`src/sv/bpe_pkg.sv`:
```
// Shared types, constants and the binomial table for the Bezier patch evaluator.
// No dependencies; bpe_ram and bezier_patch_evaluator in this folder import it.
`default_nettype none

package bpe_pkg;

   localparam int MAX_ROWS_DEFAULT = 4;
   localparam int MAX_COLS_DEFAULT = 4;

   localparam int COORD_W     = 24;
   localparam int PARAM_W     = 17;
   localparam int CFG_W       = 3;
   localparam int CSR_INDEX_W = 2;
   localparam int WGT_W       = 18;
   localparam int MUL_W       = COORD_W + 1;
   localparam int PROD_W      = 2 * MUL_W;

   localparam logic [PARAM_W-1:0] ONE_Q16 = PARAM_W'(65536);
   localparam logic [CFG_W-1:0]   CFG_COUNT_RESET = CFG_W'(4);

   localparam logic signed [COORD_W-1:0] COORD_MAX = 24'sh7FFFFF;
   localparam logic signed [COORD_W-1:0] COORD_MIN = 24'sh800000;

   localparam logic [CSR_INDEX_W-1:0] CSR_ROWS_IN_USE = CSR_INDEX_W'(0);
   localparam logic [CSR_INDEX_W-1:0] CSR_COLS_IN_USE = CSR_INDEX_W'(1);

   typedef enum logic [2:0] {
      ST_IDLE,
      ST_POWER,
      ST_BASIS,
      ST_MAC,
      ST_DRAIN,
      ST_FINISH
   } bpe_state_type;

   typedef enum logic [3:0] {
      OP_NONE,
      OP_PU,
      OP_QU,
      OP_PV,
      OP_QV,
      OP_PWU,
      OP_PWV,
      OP_BU,
      OP_BV,
      OP_W,
      OP_MX,
      OP_MY,
      OP_MZ
   } bpe_op_type;

   localparam logic [5:0] BINOM_TABLE [8][8] = '{
      '{6'd1, 6'd0,  6'd0,  6'd0,  6'd0,  6'd0,  6'd0, 6'd0},
      '{6'd1, 6'd1,  6'd0,  6'd0,  6'd0,  6'd0,  6'd0, 6'd0},
      '{6'd1, 6'd2,  6'd1,  6'd0,  6'd0,  6'd0,  6'd0, 6'd0},
      '{6'd1, 6'd3,  6'd3,  6'd1,  6'd0,  6'd0,  6'd0, 6'd0},
      '{6'd1, 6'd4,  6'd6,  6'd4,  6'd1,  6'd0,  6'd0, 6'd0},
      '{6'd1, 6'd5,  6'd10, 6'd10, 6'd5,  6'd1,  6'd0, 6'd0},
      '{6'd1, 6'd6,  6'd15, 6'd20, 6'd15, 6'd6,  6'd1, 6'd0},
      '{6'd1, 6'd7,  6'd21, 6'd35, 6'd35, 6'd21, 6'd7, 6'd1}
   };

   function automatic logic [5:0] binom(input logic [2:0] n, input logic [2:0] i);
      return BINOM_TABLE[n][i];
   endfunction

endpackage

`default_nettype wire

```
`src/sv/bpe_req_if.sv`:
```
// Request channel of the Bezier patch evaluator: valid/ready and one load or evaluate beat.
// Depends on nothing.
`default_nettype none

interface bpe_req_if;
   logic               valid;
   logic               ready;
   logic               action;
   logic [1:0]         point_row;
   logic [1:0]         point_col;
   logic signed [23:0] coord_x;
   logic signed [23:0] coord_y;
   logic signed [23:0] coord_z;
   logic [16:0]        param_u;
   logic [16:0]        param_v;

   modport source (
      output valid, action, point_row, point_col, coord_x, coord_y, coord_z,
             param_u, param_v,
      input  ready
   );

   modport sink (
      input  valid, action, point_row, point_col, coord_x, coord_y, coord_z,
             param_u, param_v,
      output ready
   );
endinterface

`default_nettype wire

```
`src/sv/bpe_rsp_if.sv`:
```
// Response channel of the Bezier patch evaluator: valid/ready and one surface point beat.
// Depends on nothing.
`default_nettype none

interface bpe_rsp_if;
   logic               valid;
   logic               ready;
   logic signed [23:0] surf_x;
   logic signed [23:0] surf_y;
   logic signed [23:0] surf_z;
   logic               clipped;

   modport source (
      output valid, surf_x, surf_y, surf_z, clipped,
      input  ready
   );

   modport sink (
      input  valid, surf_x, surf_y, surf_z, clipped,
      output ready
   );
endinterface

`default_nettype wire

```
`src/sv/bpe_ram.sv`:
```
// Generic single write port, single read port RAM with registered read data.
// Depends on bpe_pkg for its default sizes.
`default_nettype none

module bpe_ram
   import bpe_pkg::*;
#(
   parameter int WIDTH = 3 * COORD_W,
   parameter int DEPTH = MAX_ROWS_DEFAULT * MAX_COLS_DEFAULT,
   localparam int ADDR_W = (DEPTH > 1) ? $clog2(DEPTH) : 1
) (
   input  wire logic              clock,
   input  wire logic              wr_en,
   input  wire logic [ADDR_W-1:0] wr_addr,
   input  wire logic [WIDTH-1:0]  wr_data,
   input  wire logic              rd_en,
   input  wire logic [ADDR_W-1:0] rd_addr,
   output      logic [WIDTH-1:0]  rd_data
);

   logic [WIDTH-1:0] mem_ff [DEPTH];
   logic [WIDTH-1:0] rd_data_ff;

   always_ff @(posedge clock) begin
      if (wr_en) begin
         mem_ff[wr_addr] <= wr_data;
      end
      if (rd_en) begin
         rd_data_ff <= mem_ff[rd_addr];
      end
   end

   assign rd_data = rd_data_ff;

endmodule

`default_nettype wire

```
`src/sv/bezier_patch_evaluator.sv`:
```
// Bezier patch evaluator: a load beat is taken in the idle state, with the request side
// staying ready for further beats; an evaluate beat keeps the request side busy until its
// result is loaded into the response register, one evaluate at a time.
// All products share the single 25x25 multiplier, one product per cycle in multiply steps.
// Synchronous active-high reset clears the sequencer, the response valid and both counts
// (to 4); the control point RAM is not cleared and must be loaded before use.
`default_nettype none

module bezier_patch_evaluator
   import bpe_pkg::*;
#(
   parameter int MAX_ROWS = MAX_ROWS_DEFAULT,
   parameter int MAX_COLS = MAX_COLS_DEFAULT
) (
   input  wire logic                   clock,
   input  wire logic                   reset,
   bpe_req_if.sink                     req_bus,
   bpe_rsp_if.source                   rsp_bus,
   input  wire logic                   csr_write,
   input  wire logic [CSR_INDEX_W-1:0] csr_index,
   input  wire logic [CFG_W-1:0]       csr_wdata
);

   localparam int MAX_DIM = (MAX_ROWS > MAX_COLS) ? MAX_ROWS : MAX_COLS;
   localparam int IDX_W   = (MAX_DIM > 1) ? $clog2(MAX_DIM) : 1;
   localparam int NPTS    = MAX_ROWS * MAX_COLS;
   localparam int ADDR_W  = (NPTS > 1) ? $clog2(NPTS) : 1;
   localparam int ACC_W   = COORD_W + WGT_W + ADDR_W + 1;
   localparam int RAM_W   = 3 * COORD_W;

   bpe_state_type state_ff, state_in;
   bpe_op_type    op_ff, op_in;
   logic [2:0]       step_ff, step_in;
   logic [IDX_W-1:0] k_ff, k_in;
   logic [IDX_W-1:0] c_ff, c_in;
   logic [IDX_W-1:0] wb_idx_ff;

   logic [CFG_W-1:0] rows_cfg_ff, cols_cfg_ff;
   logic [IDX_W-1:0] row_last, col_last;

   logic [PARAM_W-1:0] u_ff, v_ff, omu, omv;
   logic [PARAM_W-1:0] pu_ff [MAX_DIM];
   logic [PARAM_W-1:0] qu_ff [MAX_DIM];
   logic [PARAM_W-1:0] pv_ff [MAX_DIM];
   logic [PARAM_W-1:0] qv_ff [MAX_DIM];
   logic [WGT_W-1:0]   bu_ff [MAX_DIM];
   logic [WGT_W-1:0]   bv_ff [MAX_DIM];
   logic [PARAM_W-1:0] pw_ff;
   logic [WGT_W-1:0]   w_ff;
   logic [IDX_W-1:0]   p_idx, qu_idx, qv_idx;

   logic signed [MUL_W-1:0]  mul_a, mul_b;
   logic signed [PROD_W-1:0] prod_ff, rnd;
   logic signed [ACC_W-1:0]  acc_ff [3];

   logic              req_ready, accept, eval_accept, rsp_load;
   logic              ram_wr_en, ram_rd_en;
   logic [ADDR_W-1:0] ram_wr_addr, ram_rd_addr;
   logic [RAM_W-1:0]  ram_wr_data, ram_rd_data;

   logic                      rsp_valid_ff;
   logic signed [COORD_W-1:0] surf_ff [3];
   logic signed [COORD_W-1:0] surf_in [3];
   logic                      clipped_ff, clipped_in;

   assign accept      = req_bus.valid && req_ready;
   assign eval_accept = accept && req_bus.action;

   // count registers: zero acts as one, above the store size acts as the store size
   always_comb begin
      if (rows_cfg_ff == '0) begin
         row_last = '0;
      end else if (int'(rows_cfg_ff) > MAX_ROWS) begin
         row_last = IDX_W'(MAX_ROWS - 1);
      end else begin
         row_last = IDX_W'(rows_cfg_ff - 1'b1);
      end
      if (cols_cfg_ff == '0) begin
         col_last = '0;
      end else if (int'(cols_cfg_ff) > MAX_COLS) begin
         col_last = IDX_W'(MAX_COLS - 1);
      end else begin
         col_last = IDX_W'(cols_cfg_ff - 1'b1);
      end
   end

   always_ff @(posedge clock) begin
      if (reset) begin
         rows_cfg_ff <= CFG_COUNT_RESET;
         cols_cfg_ff <= CFG_COUNT_RESET;
      end else if (csr_write) begin
         unique case (csr_index)
            CSR_ROWS_IN_USE: rows_cfg_ff <= csr_wdata;
            CSR_COLS_IN_USE: cols_cfg_ff <= csr_wdata;
            default: ;
         endcase
      end
   end

   // control point store
   assign ram_wr_en   = accept && !req_bus.action &&
                        (int'(req_bus.point_row) < MAX_ROWS) &&
                        (int'(req_bus.point_col) < MAX_COLS);
   assign ram_wr_addr = ADDR_W'(int'(req_bus.point_row) * MAX_COLS + int'(req_bus.point_col));
   assign ram_wr_data = {req_bus.coord_z, req_bus.coord_y, req_bus.coord_x};
   assign ram_rd_addr = ADDR_W'(int'(k_ff) * MAX_COLS + int'(c_ff));

   bpe_ram #(
      .WIDTH (RAM_W),
      .DEPTH (NPTS)
   ) u_point_ram (
      .clock   (clock),
      .wr_en   (ram_wr_en),
      .wr_addr (ram_wr_addr),
      .wr_data (ram_wr_data),
      .rd_en   (ram_rd_en),
      .rd_addr (ram_rd_addr),
      .rd_data (ram_rd_data)
   );

   assign omu = ONE_Q16 - u_ff;
   assign omv = ONE_Q16 - v_ff;

   always_comb begin
      if (state_ff == ST_POWER) begin
         p_idx  = IDX_W'(k_ff - 1'b1);
         qu_idx = IDX_W'(k_ff - 1'b1);
         qv_idx = IDX_W'(k_ff - 1'b1);
      end else begin
         p_idx  = k_ff;
         qu_idx = (k_ff <= row_last) ? IDX_W'(row_last - k_ff) : '0;
         qv_idx = (k_ff <= col_last) ? IDX_W'(col_last - k_ff) : '0;
      end
   end

   // sequencer: next state, multiplier operands and the operation tag for write-back
   always_comb begin
      state_in  = state_ff;
      step_in   = step_ff;
      k_in      = k_ff;
      c_in      = c_ff;
      op_in     = OP_NONE;
      mul_a     = '0;
      mul_b     = '0;
      ram_rd_en = 1'b0;
      req_ready = 1'b0;
      rsp_load  = 1'b0;

      unique case (state_ff)
         ST_IDLE: begin
            req_ready = 1'b1;
            if (req_bus.valid && req_bus.action) begin
               step_in  = '0;
               c_in     = '0;
               state_in = (MAX_DIM > 1) ? ST_POWER : ST_BASIS;
               k_in     = (MAX_DIM > 1) ? IDX_W'(1) : '0;
            end
         end

         ST_POWER: begin
            unique case (step_ff)
               3'd0: begin
                  op_in = OP_PU;
                  mul_a = MUL_W'($signed({1'b0, pu_ff[p_idx]}));
                  mul_b = MUL_W'($signed({1'b0, u_ff}));
               end
               3'd1: begin
                  op_in = OP_QU;
                  mul_a = MUL_W'($signed({1'b0, qu_ff[qu_idx]}));
                  mul_b = MUL_W'($signed({1'b0, omu}));
               end
               3'd2: begin
                  op_in = OP_PV;
                  mul_a = MUL_W'($signed({1'b0, pv_ff[p_idx]}));
                  mul_b = MUL_W'($signed({1'b0, v_ff}));
               end
               3'd3: begin
                  op_in = OP_QV;
                  mul_a = MUL_W'($signed({1'b0, qv_ff[qv_idx]}));
                  mul_b = MUL_W'($signed({1'b0, omv}));
               end
               default: ;
            endcase
            step_in = step_ff + 3'd1;
            if (step_ff == 3'd3) begin
               step_in = '0;
               if (int'(k_ff) == MAX_DIM - 1) begin
                  k_in     = '0;
                  state_in = ST_BASIS;
               end else begin
                  k_in = k_ff + 1'b1;
               end
            end
         end

         ST_BASIS: begin
            unique case (step_ff)
               3'd0: begin
                  op_in = OP_PWU;
                  mul_a = MUL_W'($signed({1'b0, pu_ff[p_idx]}));
                  mul_b = MUL_W'($signed({1'b0, qu_ff[qu_idx]}));
               end
               3'd1: begin
                  op_in = OP_PWV;
                  mul_a = MUL_W'($signed({1'b0, pv_ff[p_idx]}));
                  mul_b = MUL_W'($signed({1'b0, qv_ff[qv_idx]}));
               end
               3'd2: begin
                  op_in = OP_BU;
                  mul_a = MUL_W'($signed({1'b0, pw_ff}));
                  mul_b = MUL_W'($signed({1'b0, binom(3'(row_last), 3'(k_ff))}));
               end
               3'd3: begin
                  op_in = OP_BV;
                  mul_a = MUL_W'($signed({1'b0, pw_ff}));
                  mul_b = MUL_W'($signed({1'b0, binom(3'(col_last), 3'(k_ff))}));
               end
               default: ;
            endcase
            step_in = step_ff + 3'd1;
            if (step_ff == 3'd3) begin
               step_in = '0;
               if (int'(k_ff) == MAX_DIM - 1) begin
                  k_in     = '0;
                  c_in     = '0;
                  state_in = ST_MAC;
               end else begin
                  k_in = k_ff + 1'b1;
               end
            end
         end

         ST_MAC: begin
            unique case (step_ff)
               3'd0: begin
                  op_in     = OP_W;
                  mul_a     = MUL_W'($signed({1'b0, bu_ff[k_ff]}));
                  mul_b     = MUL_W'($signed({1'b0, bv_ff[c_ff]}));
                  ram_rd_en = 1'b1;
               end
               3'd1: ;
               3'd2: begin
                  op_in = OP_MX;
                  mul_a = MUL_W'($signed(ram_rd_data[0 +: COORD_W]));
                  mul_b = MUL_W'($signed({1'b0, w_ff}));
               end
               3'd3: begin
                  op_in = OP_MY;
                  mul_a = MUL_W'($signed(ram_rd_data[COORD_W +: COORD_W]));
                  mul_b = MUL_W'($signed({1'b0, w_ff}));
               end
               3'd4: begin
                  op_in = OP_MZ;
                  mul_a = MUL_W'($signed(ram_rd_data[2*COORD_W +: COORD_W]));
                  mul_b = MUL_W'($signed({1'b0, w_ff}));
               end
               default: ;
            endcase
            step_in = step_ff + 3'd1;
            if (step_ff == 3'd4) begin
               step_in = '0;
               if (c_ff == col_last) begin
                  c_in = '0;
                  if (k_ff == row_last) begin
                     state_in = ST_DRAIN;
                  end else begin
                     k_in = k_ff + 1'b1;
                  end
               end else begin
                  c_in = c_ff + 1'b1;
               end
            end
         end

         ST_DRAIN: begin
            state_in = ST_FINISH;
         end

         ST_FINISH: begin
            if (!rsp_valid_ff || rsp_bus.ready) begin
               rsp_load = 1'b1;
               state_in = ST_IDLE;
            end
         end

         default: state_in = ST_IDLE;
      endcase
   end

   always_ff @(posedge clock) begin
      if (reset) begin
         state_ff <= ST_IDLE;
         op_ff    <= OP_NONE;
         step_ff  <= '0;
         k_ff     <= '0;
         c_ff     <= '0;
      end else begin
         state_ff <= state_in;
         op_ff    <= op_in;
         step_ff  <= step_in;
         k_ff     <= k_in;
         c_ff     <= c_in;
      end
   end

   // shared multiplier, registered product
   always_ff @(posedge clock) begin
      prod_ff   <= mul_a * mul_b;
      wb_idx_ff <= k_ff;
   end

   assign rnd = (prod_ff + PROD_W'(32768)) >>> 16;

   // write-back of the previous cycle's product; an evaluate beat also loads u, v and clears acc
   always_ff @(posedge clock) begin
      if (eval_accept) begin
         u_ff     <= (req_bus.param_u > ONE_Q16) ? ONE_Q16 : req_bus.param_u;
         v_ff     <= (req_bus.param_v > ONE_Q16) ? ONE_Q16 : req_bus.param_v;
         pu_ff[0] <= ONE_Q16;
         qu_ff[0] <= ONE_Q16;
         pv_ff[0] <= ONE_Q16;
         qv_ff[0] <= ONE_Q16;
         for (int j = 0; j < 3; j++) begin
            acc_ff[j] <= '0;
         end
      end
      unique case (op_ff)
         OP_PU:   pu_ff[wb_idx_ff] <= rnd[PARAM_W-1:0];
         OP_QU:   qu_ff[wb_idx_ff] <= rnd[PARAM_W-1:0];
         OP_PV:   pv_ff[wb_idx_ff] <= rnd[PARAM_W-1:0];
         OP_QV:   qv_ff[wb_idx_ff] <= rnd[PARAM_W-1:0];
         OP_PWU,
         OP_PWV:  pw_ff <= rnd[PARAM_W-1:0];
         OP_BU:   bu_ff[wb_idx_ff] <= prod_ff[WGT_W-1:0];
         OP_BV:   bv_ff[wb_idx_ff] <= prod_ff[WGT_W-1:0];
         OP_W:    w_ff <= rnd[WGT_W-1:0];
         OP_MX:   acc_ff[0] <= acc_ff[0] + ACC_W'(prod_ff);
         OP_MY:   acc_ff[1] <= acc_ff[1] + ACC_W'(prod_ff);
         OP_MZ:   acc_ff[2] <= acc_ff[2] + ACC_W'(prod_ff);
         OP_NONE: ;
         default: ;
      endcase
   end

   // round to Q7.16 and saturate
   always_comb begin
      logic signed [ACC_W-1:0] q;
      clipped_in = 1'b0;
      for (int j = 0; j < 3; j++) begin
         q = (acc_ff[j] + ACC_W'(32768)) >>> 16;
         if (q > ACC_W'(COORD_MAX)) begin
            surf_in[j] = COORD_MAX;
            clipped_in = 1'b1;
         end else if (q < ACC_W'(COORD_MIN)) begin
            surf_in[j] = COORD_MIN;
            clipped_in = 1'b1;
         end else begin
            surf_in[j] = q[COORD_W-1:0];
         end
      end
   end

   always_ff @(posedge clock) begin
      if (reset) begin
         rsp_valid_ff <= 1'b0;
      end else if (rsp_load) begin
         rsp_valid_ff <= 1'b1;
      end else if (rsp_bus.ready) begin
         rsp_valid_ff <= 1'b0;
      end
   end

   always_ff @(posedge clock) begin
      if (rsp_load) begin
         surf_ff    <= surf_in;
         clipped_ff <= clipped_in;
      end
   end

   assign req_bus.ready   = req_ready;
   assign rsp_bus.valid   = rsp_valid_ff;
   assign rsp_bus.surf_x  = surf_ff[0];
   assign rsp_bus.surf_y  = surf_ff[1];
   assign rsp_bus.surf_z  = surf_ff[2];
   assign rsp_bus.clipped = clipped_ff;

   a_eval_blocks_req : assert property (@(posedge clock) disable iff (reset)
      req_bus.valid && req_bus.ready && req_bus.action |=> !req_bus.ready)
      else $error("request taken while an evaluate is in flight");

   a_load_no_beat : assert property (@(posedge clock) disable iff (reset)
      req_bus.valid && req_bus.ready && !req_bus.action && !rsp_bus.valid
      |=> !rsp_bus.valid)
      else $error("load produced a response beat");

   a_idle_no_writeback : assert property (@(posedge clock) disable iff (reset)
      state_ff == ST_IDLE || state_ff == ST_FINISH |-> op_ff == OP_NONE)
      else $error("multiplier write-back outside an evaluate");

   a_clip_at_limit : assert property (@(posedge clock) disable iff (reset)
      rsp_bus.valid && rsp_bus.clipped |->
         rsp_bus.surf_x == COORD_MAX || rsp_bus.surf_x == COORD_MIN ||
         rsp_bus.surf_y == COORD_MAX || rsp_bus.surf_y == COORD_MIN ||
         rsp_bus.surf_z == COORD_MAX || rsp_bus.surf_z == COORD_MIN)
      else $error("clipped set with no coordinate at a limit");

endmodule

`default_nettype wire

```
`src/flat_wrapper.sv`:
```
// flat-port wrapper written by rule: the top's interface ports become plain ports
module bezier_patch_evaluator_flat import bpe_pkg::*;
#(
   parameter int MAX_ROWS = MAX_ROWS_DEFAULT,
   parameter int MAX_COLS = MAX_COLS_DEFAULT
)
  (clock, reset, csr_write, csr_index, csr_wdata, req_bus_valid, req_bus_action, req_bus_point_row, req_bus_point_col, req_bus_coord_x, req_bus_coord_y, req_bus_coord_z, req_bus_param_u, req_bus_param_v, req_bus_ready, rsp_bus_valid, rsp_bus_surf_x, rsp_bus_surf_y, rsp_bus_surf_z, rsp_bus_clipped, rsp_bus_ready);
  bpe_req_if req_bus_i ();
  bpe_rsp_if rsp_bus_i ();
  input  wire logic clock;
  input  wire logic reset;
  input  wire logic csr_write;
  input  wire logic [CSR_INDEX_W-1:0] csr_index;
  input  wire logic [CFG_W-1:0] csr_wdata;
  input wire logic [$bits(req_bus_i.valid)-1:0] req_bus_valid;
  input wire logic [$bits(req_bus_i.action)-1:0] req_bus_action;
  input wire logic [$bits(req_bus_i.point_row)-1:0] req_bus_point_row;
  input wire logic [$bits(req_bus_i.point_col)-1:0] req_bus_point_col;
  input wire logic [$bits(req_bus_i.coord_x)-1:0] req_bus_coord_x;
  input wire logic [$bits(req_bus_i.coord_y)-1:0] req_bus_coord_y;
  input wire logic [$bits(req_bus_i.coord_z)-1:0] req_bus_coord_z;
  input wire logic [$bits(req_bus_i.param_u)-1:0] req_bus_param_u;
  input wire logic [$bits(req_bus_i.param_v)-1:0] req_bus_param_v;
  output wire logic [$bits(req_bus_i.ready)-1:0] req_bus_ready;
  output wire logic [$bits(rsp_bus_i.valid)-1:0] rsp_bus_valid;
  output wire logic [$bits(rsp_bus_i.surf_x)-1:0] rsp_bus_surf_x;
  output wire logic [$bits(rsp_bus_i.surf_y)-1:0] rsp_bus_surf_y;
  output wire logic [$bits(rsp_bus_i.surf_z)-1:0] rsp_bus_surf_z;
  output wire logic [$bits(rsp_bus_i.clipped)-1:0] rsp_bus_clipped;
  input wire logic [$bits(rsp_bus_i.ready)-1:0] rsp_bus_ready;
  assign req_bus_i.valid = req_bus_valid;
  assign req_bus_i.action = req_bus_action;
  assign req_bus_i.point_row = req_bus_point_row;
  assign req_bus_i.point_col = req_bus_point_col;
  assign req_bus_i.coord_x = req_bus_coord_x;
  assign req_bus_i.coord_y = req_bus_coord_y;
  assign req_bus_i.coord_z = req_bus_coord_z;
  assign req_bus_i.param_u = req_bus_param_u;
  assign req_bus_i.param_v = req_bus_param_v;
  assign req_bus_ready = req_bus_i.ready;
  assign rsp_bus_valid = rsp_bus_i.valid;
  assign rsp_bus_surf_x = rsp_bus_i.surf_x;
  assign rsp_bus_surf_y = rsp_bus_i.surf_y;
  assign rsp_bus_surf_z = rsp_bus_i.surf_z;
  assign rsp_bus_clipped = rsp_bus_i.clipped;
  assign rsp_bus_i.ready = rsp_bus_ready;
  bezier_patch_evaluator #(.MAX_ROWS(MAX_ROWS), .MAX_COLS(MAX_COLS)) u_core (.clock(clock), .reset(reset), .req_bus(req_bus_i), .rsp_bus(rsp_bus_i), .csr_write(csr_write), .csr_index(csr_index), .csr_wdata(csr_wdata));
endmodule
```
`config.mk`:
```
export PLATFORM = sky130hd
export DESIGN_NAME = bezier_patch_evaluator_flat
export DESIGN_NICKNAME = d
export VERILOG_FILES = /design/src/sv/bpe_pkg.sv /design/src/sv/bpe_req_if.sv /design/src/sv/bpe_rsp_if.sv /design/src/sv/bpe_ram.sv /design/src/sv/bezier_patch_evaluator.sv /design/src/flat_wrapper.sv
export SDC_FILE = /design/constraint.sdc
export NUM_CORES = 2
export LEC_CHECK = 0
export ABC_AREA = 1
export BUFFER_PORTS_ARGS = -buffer_cell sky130_fd_sc_hd__buf_4
export CAP_MARGIN = 20
export CELL_PAD_IN_SITES_DETAIL_PLACEMENT = 1
export CELL_PAD_IN_SITES_GLOBAL_PLACEMENT = 2
export CORE_MARGIN = 4
export CORE_UTILIZATION = 30
export CTS_CLUSTER_DIAMETER = 120
export CTS_CLUSTER_SIZE = 30
export DETAILED_ROUTE_END_ITERATION = 8
export PLACE_DENSITY_LB_ADDON = 0.1
export SYNTH_ARGS = -nofsm -noshare
export SYNTH_HDL_FRONTEND = slang
export SYNTH_SLANG_ARGS = --single-unit
export TNS_END_PERCENT = 20
```
`constraint.sdc`:
```
create_clock -name clock -period 8 [get_ports clock]
set_input_delay 1.6 -clock clock [delete_from_list [all_inputs] [get_ports clock]]
set_output_delay 1.6 -clock clock [all_outputs]
set_load 0.01 [all_outputs]
```
Word level (Yosys, flattened, before mapping)
Memories as Yosys holds them, arrays and structs flattened. A register that Yosys moved wholly into a read port is not among the register bits.
Index checks and enable logic that the tools add are counted.
- flip-flop bits (word level): 212
- memory bits (writable): 1709
- bits in read-only memories: 768
- bits of input ports: 121
- output and inout bits: 75
- logic and storage cells: 229
- memories: 10
- memory list (memory ; depth ; width ; rd ports ; clocked after memory_dff ; write ports ; line ; RTL):
    u_core.u_point_ram.mem_ff ; 16 ; 72 ; 1 ; 1 ; 1 ; bpe_ram.sv:21 ; logic [WIDTH-1:0] mem_ff [DEPTH];
    (name not given) ; 8 ; 48 ; 1 ; 0 ; 0 ; bpe_pkg.sv:64 ; return BINOM_TABLE[n][i];
    (name not given) ; 8 ; 48 ; 1 ; 0 ; 0 ; bpe_pkg.sv:64 ;
    u_core.acc_ff ; 3 ; 47 ; 3 ; 0 ; 3 ; bezier_patch_evaluator.sv:54 ; logic signed [ACC_W-1:0] acc_ff [3];
    u_core.bu_ff ; 4 ; 18 ; 1 ; 1 ; 1 ; bezier_patch_evaluator.sv:46 ; logic [WGT_W-1:0] bu_ff [MAX_DIM];
    u_core.bv_ff ; 4 ; 18 ; 1 ; 1 ; 1 ; bezier_patch_evaluator.sv:47 ; logic [WGT_W-1:0] bv_ff [MAX_DIM];
    4 more memories ; - ; - ; - ; - ; - ; - ;
- add/sub/neg operators: 19
- $mul: 1
- magnitude comparators: 15
- equality and inequality tests: 36
- multiplexer cells: 98
- bitwise logic cells: 6
- reductions and logical operators: 26
- operators by type and width (operator ; number):
    case mux 17 bit (4 select lines) ; 3
    2-to-1 mux 48 bit ; 4
    adder 47 x 17 -> 47 bit, second input constant ; 3
    adder 47 bit ; 3
    2-to-1 mux 47 bit ; 3
    case mux 25 bit (4 select lines) ; 1
    greater-than comparator 31 x 24 -> 1 bit, second input constant ; 3
    < comparator 31 x 24 -> 1 bit, second input constant ; 3
    case mux 25 bit (3 select lines) ; 1
    2-to-1 mux 24 bit ; 3
    case mux 18 bit (3 select lines) ; 1
    case mux 17 bit (3 select lines) ; 1
    2-to-1 mux 2 bit ; 24
    multiplier 25 x 19 -> 44 bit ; 1
    binary-select mux 6 bit (select 3 bit) ; 2
    2-to-1 mux 3 bit ; 12
    case mux 18 bit (2 select lines) ; 1
    adder 34 x 17 -> 34 bit, second input constant ; 1
    greater-than comparator 17 bit, second input constant ; 2
    subtractor 17 bit, first input constant ; 2
    case mux 4 bit (4 select lines) ; 2
    2-to-1 mux 1 bit ; 30
    2-to-1 mux 6 bit ; 4
    equality test 4 bit, second input constant ; 5
    39 further kinds ; 86

Longest topological paths before layout
- word-level depth: 13
- depth in mapped cells: 45

Cells and area by module
From an unflattened synthesis, not the netlist that was laid out.
- cell total of the unflattened synthesis: 12365
- area, all modules: 112950.8 µm²
- modules (own cells, without submodules) (module ; instances ; cells each ; area each (µm²) ; sequential area each (µm²)):
    bezier_patch_evaluator ; 1 ; 7634 ; 61457.7 ; 22411.5
    bpe_ram ; 1 ; 4731 ; 51493.1 ; 36755.3

Worst setup path after synthesis
No wires, ideal clock.
- path kind: input-to-reg
- start point: in req_bus_valid
- end point: mem u_core.u_point_ram.mem_ff[6][0] in the netlist's numbering, enable pin
- setup time: 0.591 ns
- arrival: 6.998 ns
- required time: 7.409 ns
- setup slack: 0.411 ns
- stages on the path: 4
- buffers on the path: 0
- cells stage by stage: inv_1 > nor3_1 > inv_1 > nor3_1
- longest elaborated chain between the ends: 4
- ends and longest elaborated chain (what ; line ; RTL):
    from (decl) ; flat_wrapper.sv:15 ; input wire logic [$bits(req_bus_i.valid)-1:0] req_bus_valid;
    logical AND 1 bit ; bezier_patch_evaluator.sv:66 ; assign accept = req_bus.valid && req_ready;
    logical AND 1 bit ; bezier_patch_evaluator.sv:101 ; assign ram_wr_en = accept && !req_bus.action &&
    2-to-1 mux 1 bit ; bpe_ram.sv:25 ; if (wr_en) begin
    2-to-1 mux 1 bit (implied by the code) ; bpe_ram.sv:26 ; mem_ff[wr_addr] <= wr_data;
    to (decl) ; bpe_ram.sv:21 ;
Every way passes these cells.

Worst setup path in the final report
- start point: reg u_core.cols_cfg_ff[0]
- end point: reg u_core.prod_ff[40]
- longest elaborated chain between the ends: 13
- elaborated cells on any way between the ends: 22
- those cells by class: 2 x add/sub; 1 x mul; 2 x order compare; 13 x mux; 1 x bitwise; 1 x reduce/logical; 2 x memory
- ends and longest elaborated chain (what ; line ; RTL):
    from (decl) ; bezier_patch_evaluator.sv:38 ; logic [CFG_W-1:0] rows_cfg_ff, cols_cfg_ff;
    from (signal assigned) ; bezier_patch_evaluator.sv:94 ; CSR_COLS_IN_USE: cols_cfg_ff <= csr_wdata;
    greater-than comparator 3 bit or subtractor 2 x 1 -> 2 bit (tied branches) ; bezier_patch_evaluator.sv:80, bezier_patch_evaluator.sv:83 ;
    2-to-1 mux 2 bit ; bezier_patch_evaluator.sv:80 ; end else if (int'(cols_cfg_ff) > MAX_COLS) begin
    2-to-1 mux 2 bit * ; bezier_patch_evaluator.sv:78 ; if (cols_cfg_ff == '0) begin
    NOT 2 -> 4 bit (implied by the code) ; bpe_pkg.sv:64 ;
    memory read (8 x 48 bit) ; - ;
    2-to-1 mux 48 bit (implied by the code) (2 in series) ; bpe_pkg.sv:64 ;
    binary-select mux 6 bit (select 3 bit) ; bpe_pkg.sv:64 ;
    2-to-1 mux 6 bit (implied by the code) (2 in series) ; bpe_pkg.sv:64 ;
    case mux 17 bit (4 select lines) ; bezier_patch_evaluator.sv:197 ; unique case (step_ff)
    case mux 18 bit (3 select lines) ; bezier_patch_evaluator.sv:149 ; unique case (state_ff)
    multiplier 25 x 19 -> 44 bit * ; bezier_patch_evaluator.sv:308 ; prod_ff <= mul_a * mul_b;
    to (signal assigned) ; bezier_patch_evaluator.sv:308 ;
    to (decl) ; bezier_patch_evaluator.sv:53 ; logic signed [PROD_W-1:0] prod_ff, rnd;
Every way passes the cells marked *; elsewhere a longest branch is shown, timed or not. The select of a mux whose other input is x is not followed.
A chain may end at the register's enable or synchronous reset.

==> flow_summary.yaml <==
cts:
  h-tree-depth: 3
  cts.path.max_buffers: 4
  clkTransAtPathRegs_ns: 0.12
  cts_tree: "built"
  cts-root-buf: "clkbuf_16"
  worstSkewPairLatency_ns: 0.94
  cts_buffers: 102
  cts_sinks: 1994
worst_setup_path:
  cp_max_fo: 5
  cpMostUsedCell: "inv_2"
  crit_type: "register to register"
  rrSetupSlack_ns: 0.12
  critPathRequiredTime_ns: 8.78
  setup.worst_path.end_class: "register"
  critPathLaunchType: "register"
  r2r-end: "u_core.prod_ff[40]"
  r2r_cells: 42
  cp.arrival_ns: 8.65
  r2r_start: "u_core.cols_cfg_ff[0]"
  cpPeakStageDelay_ns: 0.56
  slowest_stage: "fa_1"
floorplanning:
  num_rows: 219
  start_util: 0.302
  die_w_um: 608
  die_area_um2: 369000
  core-area_um2: 357000
  pin_count: 196
  die_h_um: 608
synth:
  synth_seq_cells: 1994
  synthSimpleGateAreaFrac: 0.173
  synth.top_cell.area_share: 0.535
  synth_fa_ha_area_frac: 0.113
  muxShareOfSynthArea: 0.0000928
  synthCells: 10900
  synth_xor_area_frac: 0.0105
  ys_dominant_reg_cell: "edfxtp_1"
  yosys_warnings: 0
  synth_edf_count: 1923
  yosysTopAreaCell: "edfxtp_1"
  synth.most_common_cell: "nand2_1"
  synth_cell_types: 53
  synth-seq-area-share: 0.549
  ys_top_cells_by_area: "edfxtp_1 54%, fa_1 8.1%, nand2_1 6.7%"
  async_flop_share: 0
  synth_nets: 11700
  synth_top_family_by_area: "simple AND/OR/NAND/NOR gates"
  avgSynthCellArea_um2: 9.93
  syn_area_um2: 108000
  synthTopCellsByCount: "1927 x nand2_1, 1923 x edfxtp_1, 1664 x nor2_1, 1192 x inv_1, 962 x o21ai_0"
  synth_compound_area_frac: 0.0960
final_layout:
  fin_cells: 16300
  nNetsFinal: 12400
  fillerInstances: 39800
  synthToLayoutAreaGrowth_pct: 18.4
  final_util: 0.358
  drive_above_1_share: 0.159
sta:
  min_period_ns: 7.88
  fin_skew_ns: 0.120
  setup_viol_count_final: 0
  layout_worst_path_cycle_share: 0.984
  drv_slew: 0
  max_freq_mhz: 127
  max-slew-margin-rel: 0.235
  tightest_slew_ns: 1.15
  hold_slack_ns: 0.549
  hold_viol: 0
  rsz0062_at_grt: "true"
power_and_ir_drop:
  ir_drop_v: 0.000286
  p_per_area_nw_per_um2: 302
  combPwrFrac: 0.505
  clkPwrFrac: 0.167
  switching_power_w: 0.0170
  leakagePower_nw: 48.6
  seqPwrFrac: 0.328
  switching_share: 0.441
  finalPower_w: 0.0385
  p_int_w: 0.0215
grt:
  grt_pass1_wl_mm: 625
  grt_pass1_vias: 87700
  antenna_found_initial: 36
  grt_max_degree: 211
  grt_usage: 0.228
  gr-total-overflow: 0
placement:
  portBuffers: 195
  dp.cells: 16000
  dp_hpwl_mm: 302
  place_congestion: 0.878
worst_hold_path:
  hp-class: "register to register"
  min_to: "u_core.state_ff[0]"
  worstHoldStart: "u_core.state_ff[0]"
  whs_path_depth: 1
run:
  drv_cap: 0
detailed_routing:
  wl_per_cell_um: 26.5
  postRouteAntennaNets: 0
  vias: 82700
  vias_per_cell: 5.06
  first_pass_iters: 5
  wirelength_mm: 433
  drt-initial-drc-count: 5484
  drc: 0
run_status:
  outcome: "completed"
==> power by group through the flow <==
stage	Combinational (W)	Clock, W	Sequential [W]
after floorplan	0.00843	0	0.0126
after global placement	0.0165	0	0.0129
after detailed placement	0.0168	0	0.0129
after CTS	0.0180	0.00668	0.0126
after global routing	0.0211	0.00699	0.0127
final	0.0195	0.00642	0.0126
==> cells by family after synthesis <==
| kind of cell | after synthesis |
|---|---|
| AOI/OAI and AO/OA | 1838 |
| xor gates and xnor gates | 129 |
| adders and majority gates | 707 |
| buffers and inverters | 1643 |
| DFF | 1994 |
| muxes | 1 |
| and+or+nand+nor | 4554 |
==> cell type report <==
| class | instances | area [µm²] | share of cell area |
|---|---|---|---|
| multi-input combinational | 7230 | 45500 | 0.357 |
| clock buffer | 113 | 2590 | 0.0203 |
| antenna | 12 | 30.0 | 0.000235 |
| clock inverter | 43 | 723 | 0.00566 |
| timing repair buffer | 982 | 9060 | 0.0709 |
| sequential | 1994 | 59200 | 0.464 |
| tap | 4751 | 5940 | 0.0465 |
| inverter | 1213 | 4610 | 0.0361 |
==> routing by layer <==
| metal | vias up | routed length, µm | GRT usage |
|---|---|---|---|
| li1 | 38100 | - | - |
| met1 | 42900 | 196000 | 0.309 |
| met2 | 1273 | 212000 | 0.398 |
| met3 | 364 | 14200 | 0.0200 |
| met4 | 8 | 10200 | 0.0487 |
| met5 | - | 50 | 0 |
==> critical path: cells and delay by family, from the launching register on <==
| kind | cells | cell delay (ns) |
|---|---|---|
| simple gates | 13 | 1.46 |
| fa+ha+maj | 10 | 4.09 |
| compound gates | 2 | 0.23 |
| buf+inv | 16 | 1.45 |
| xor+xnor | 1 | 0.16 |
| flops | 1 | 0.34 |
==> metrics by stage <==
step / setup WS (ns) / area (µm²) / setup TNS, ns
floorplan: 0.411 / 108000 / 0
global placement: -0.918 / 120000 / -16.97
detailed placement: -0.941 / 120000 / -18.79
CTS: -0.0197 / 125000 / -0.0690
global route: -0.157 / 128000 / -1.58
finish: 0.124 / 128000 / 0
==> flip-flops by register name (all words and copies together) (netlist names), 44 cells and up, named ones only <==
| register | flops |
|---|---|
| u_core.acc_ff | 141 |
| u_core.bu_ff | 72 |
| u_core.bv_ff | 72 |
| u_core.prod_ff | 44 |
| u_core.pu_ff | 68 |
| u_core.pv_ff | 68 |
| u_core.qu_ff | 68 |
| u_core.qv_ff | 68 |
| u_core.u_point_ram.mem_ff | 1152 |
| u_core.u_point_ram.rd_data | 72 |
==> what timing repair did <==
| item | 4_1_cts | 5_1_grt |
|---|---|---|
| gates resized for setup | 319 | 575 |
| endpoints found under the setup margin | 35 | 34 |
| pin swaps | 105 | 268 |
| cloned | 6 | 6 |
| buffers inserted | 64 | 68 |
| hold buffers | 0 | 0 |
==> worst max-delay path by stage <==
stage / startpoint / end / slack, ns
floorplan: req_bus_valid / u_core.u_point_ram.mem_ff[6][0] / 0.41
global placement: u_core.cols_cfg_ff[0] / u_core.prod_ff[32] / -0.92
detailed placement: u_core.cols_cfg_ff[0] / u_core.prod_ff[32] / -0.94
CTS: u_core.rows_cfg_ff[0] / u_core.prod_ff[32] / -0.02
global route: u_core.cols_cfg_ff[0] / u_core.prod_ff[32] / -0.16
finish: u_core.cols_cfg_ff[0] / u_core.prod_ff[40] / 0.12
==> cell usage in the layout (no fill, tap or decap), drive strengths merged, types with 13 or more instances in the layout <==
cell / instances
a21boi: 13
a21o: 36
a21oi: 369
a31oi: 29
buf: 977
clkbuf: 118
clkinv: 24
dfxtp: 71
edfxtp: 1923
fa: 438
ha: 269
inv: 1228
nand2: 1940
nand3: 748
nand3b: 42
nand4: 42
nor2: 1677
nor3: 72
o211ai: 47
o21a: 24
o21ai: 975
o21bai: 29
o221ai: 108
o22ai: 183
xnor2: 45
xor2: 84
Note: power is estimated with default switching activity, not from simulation.
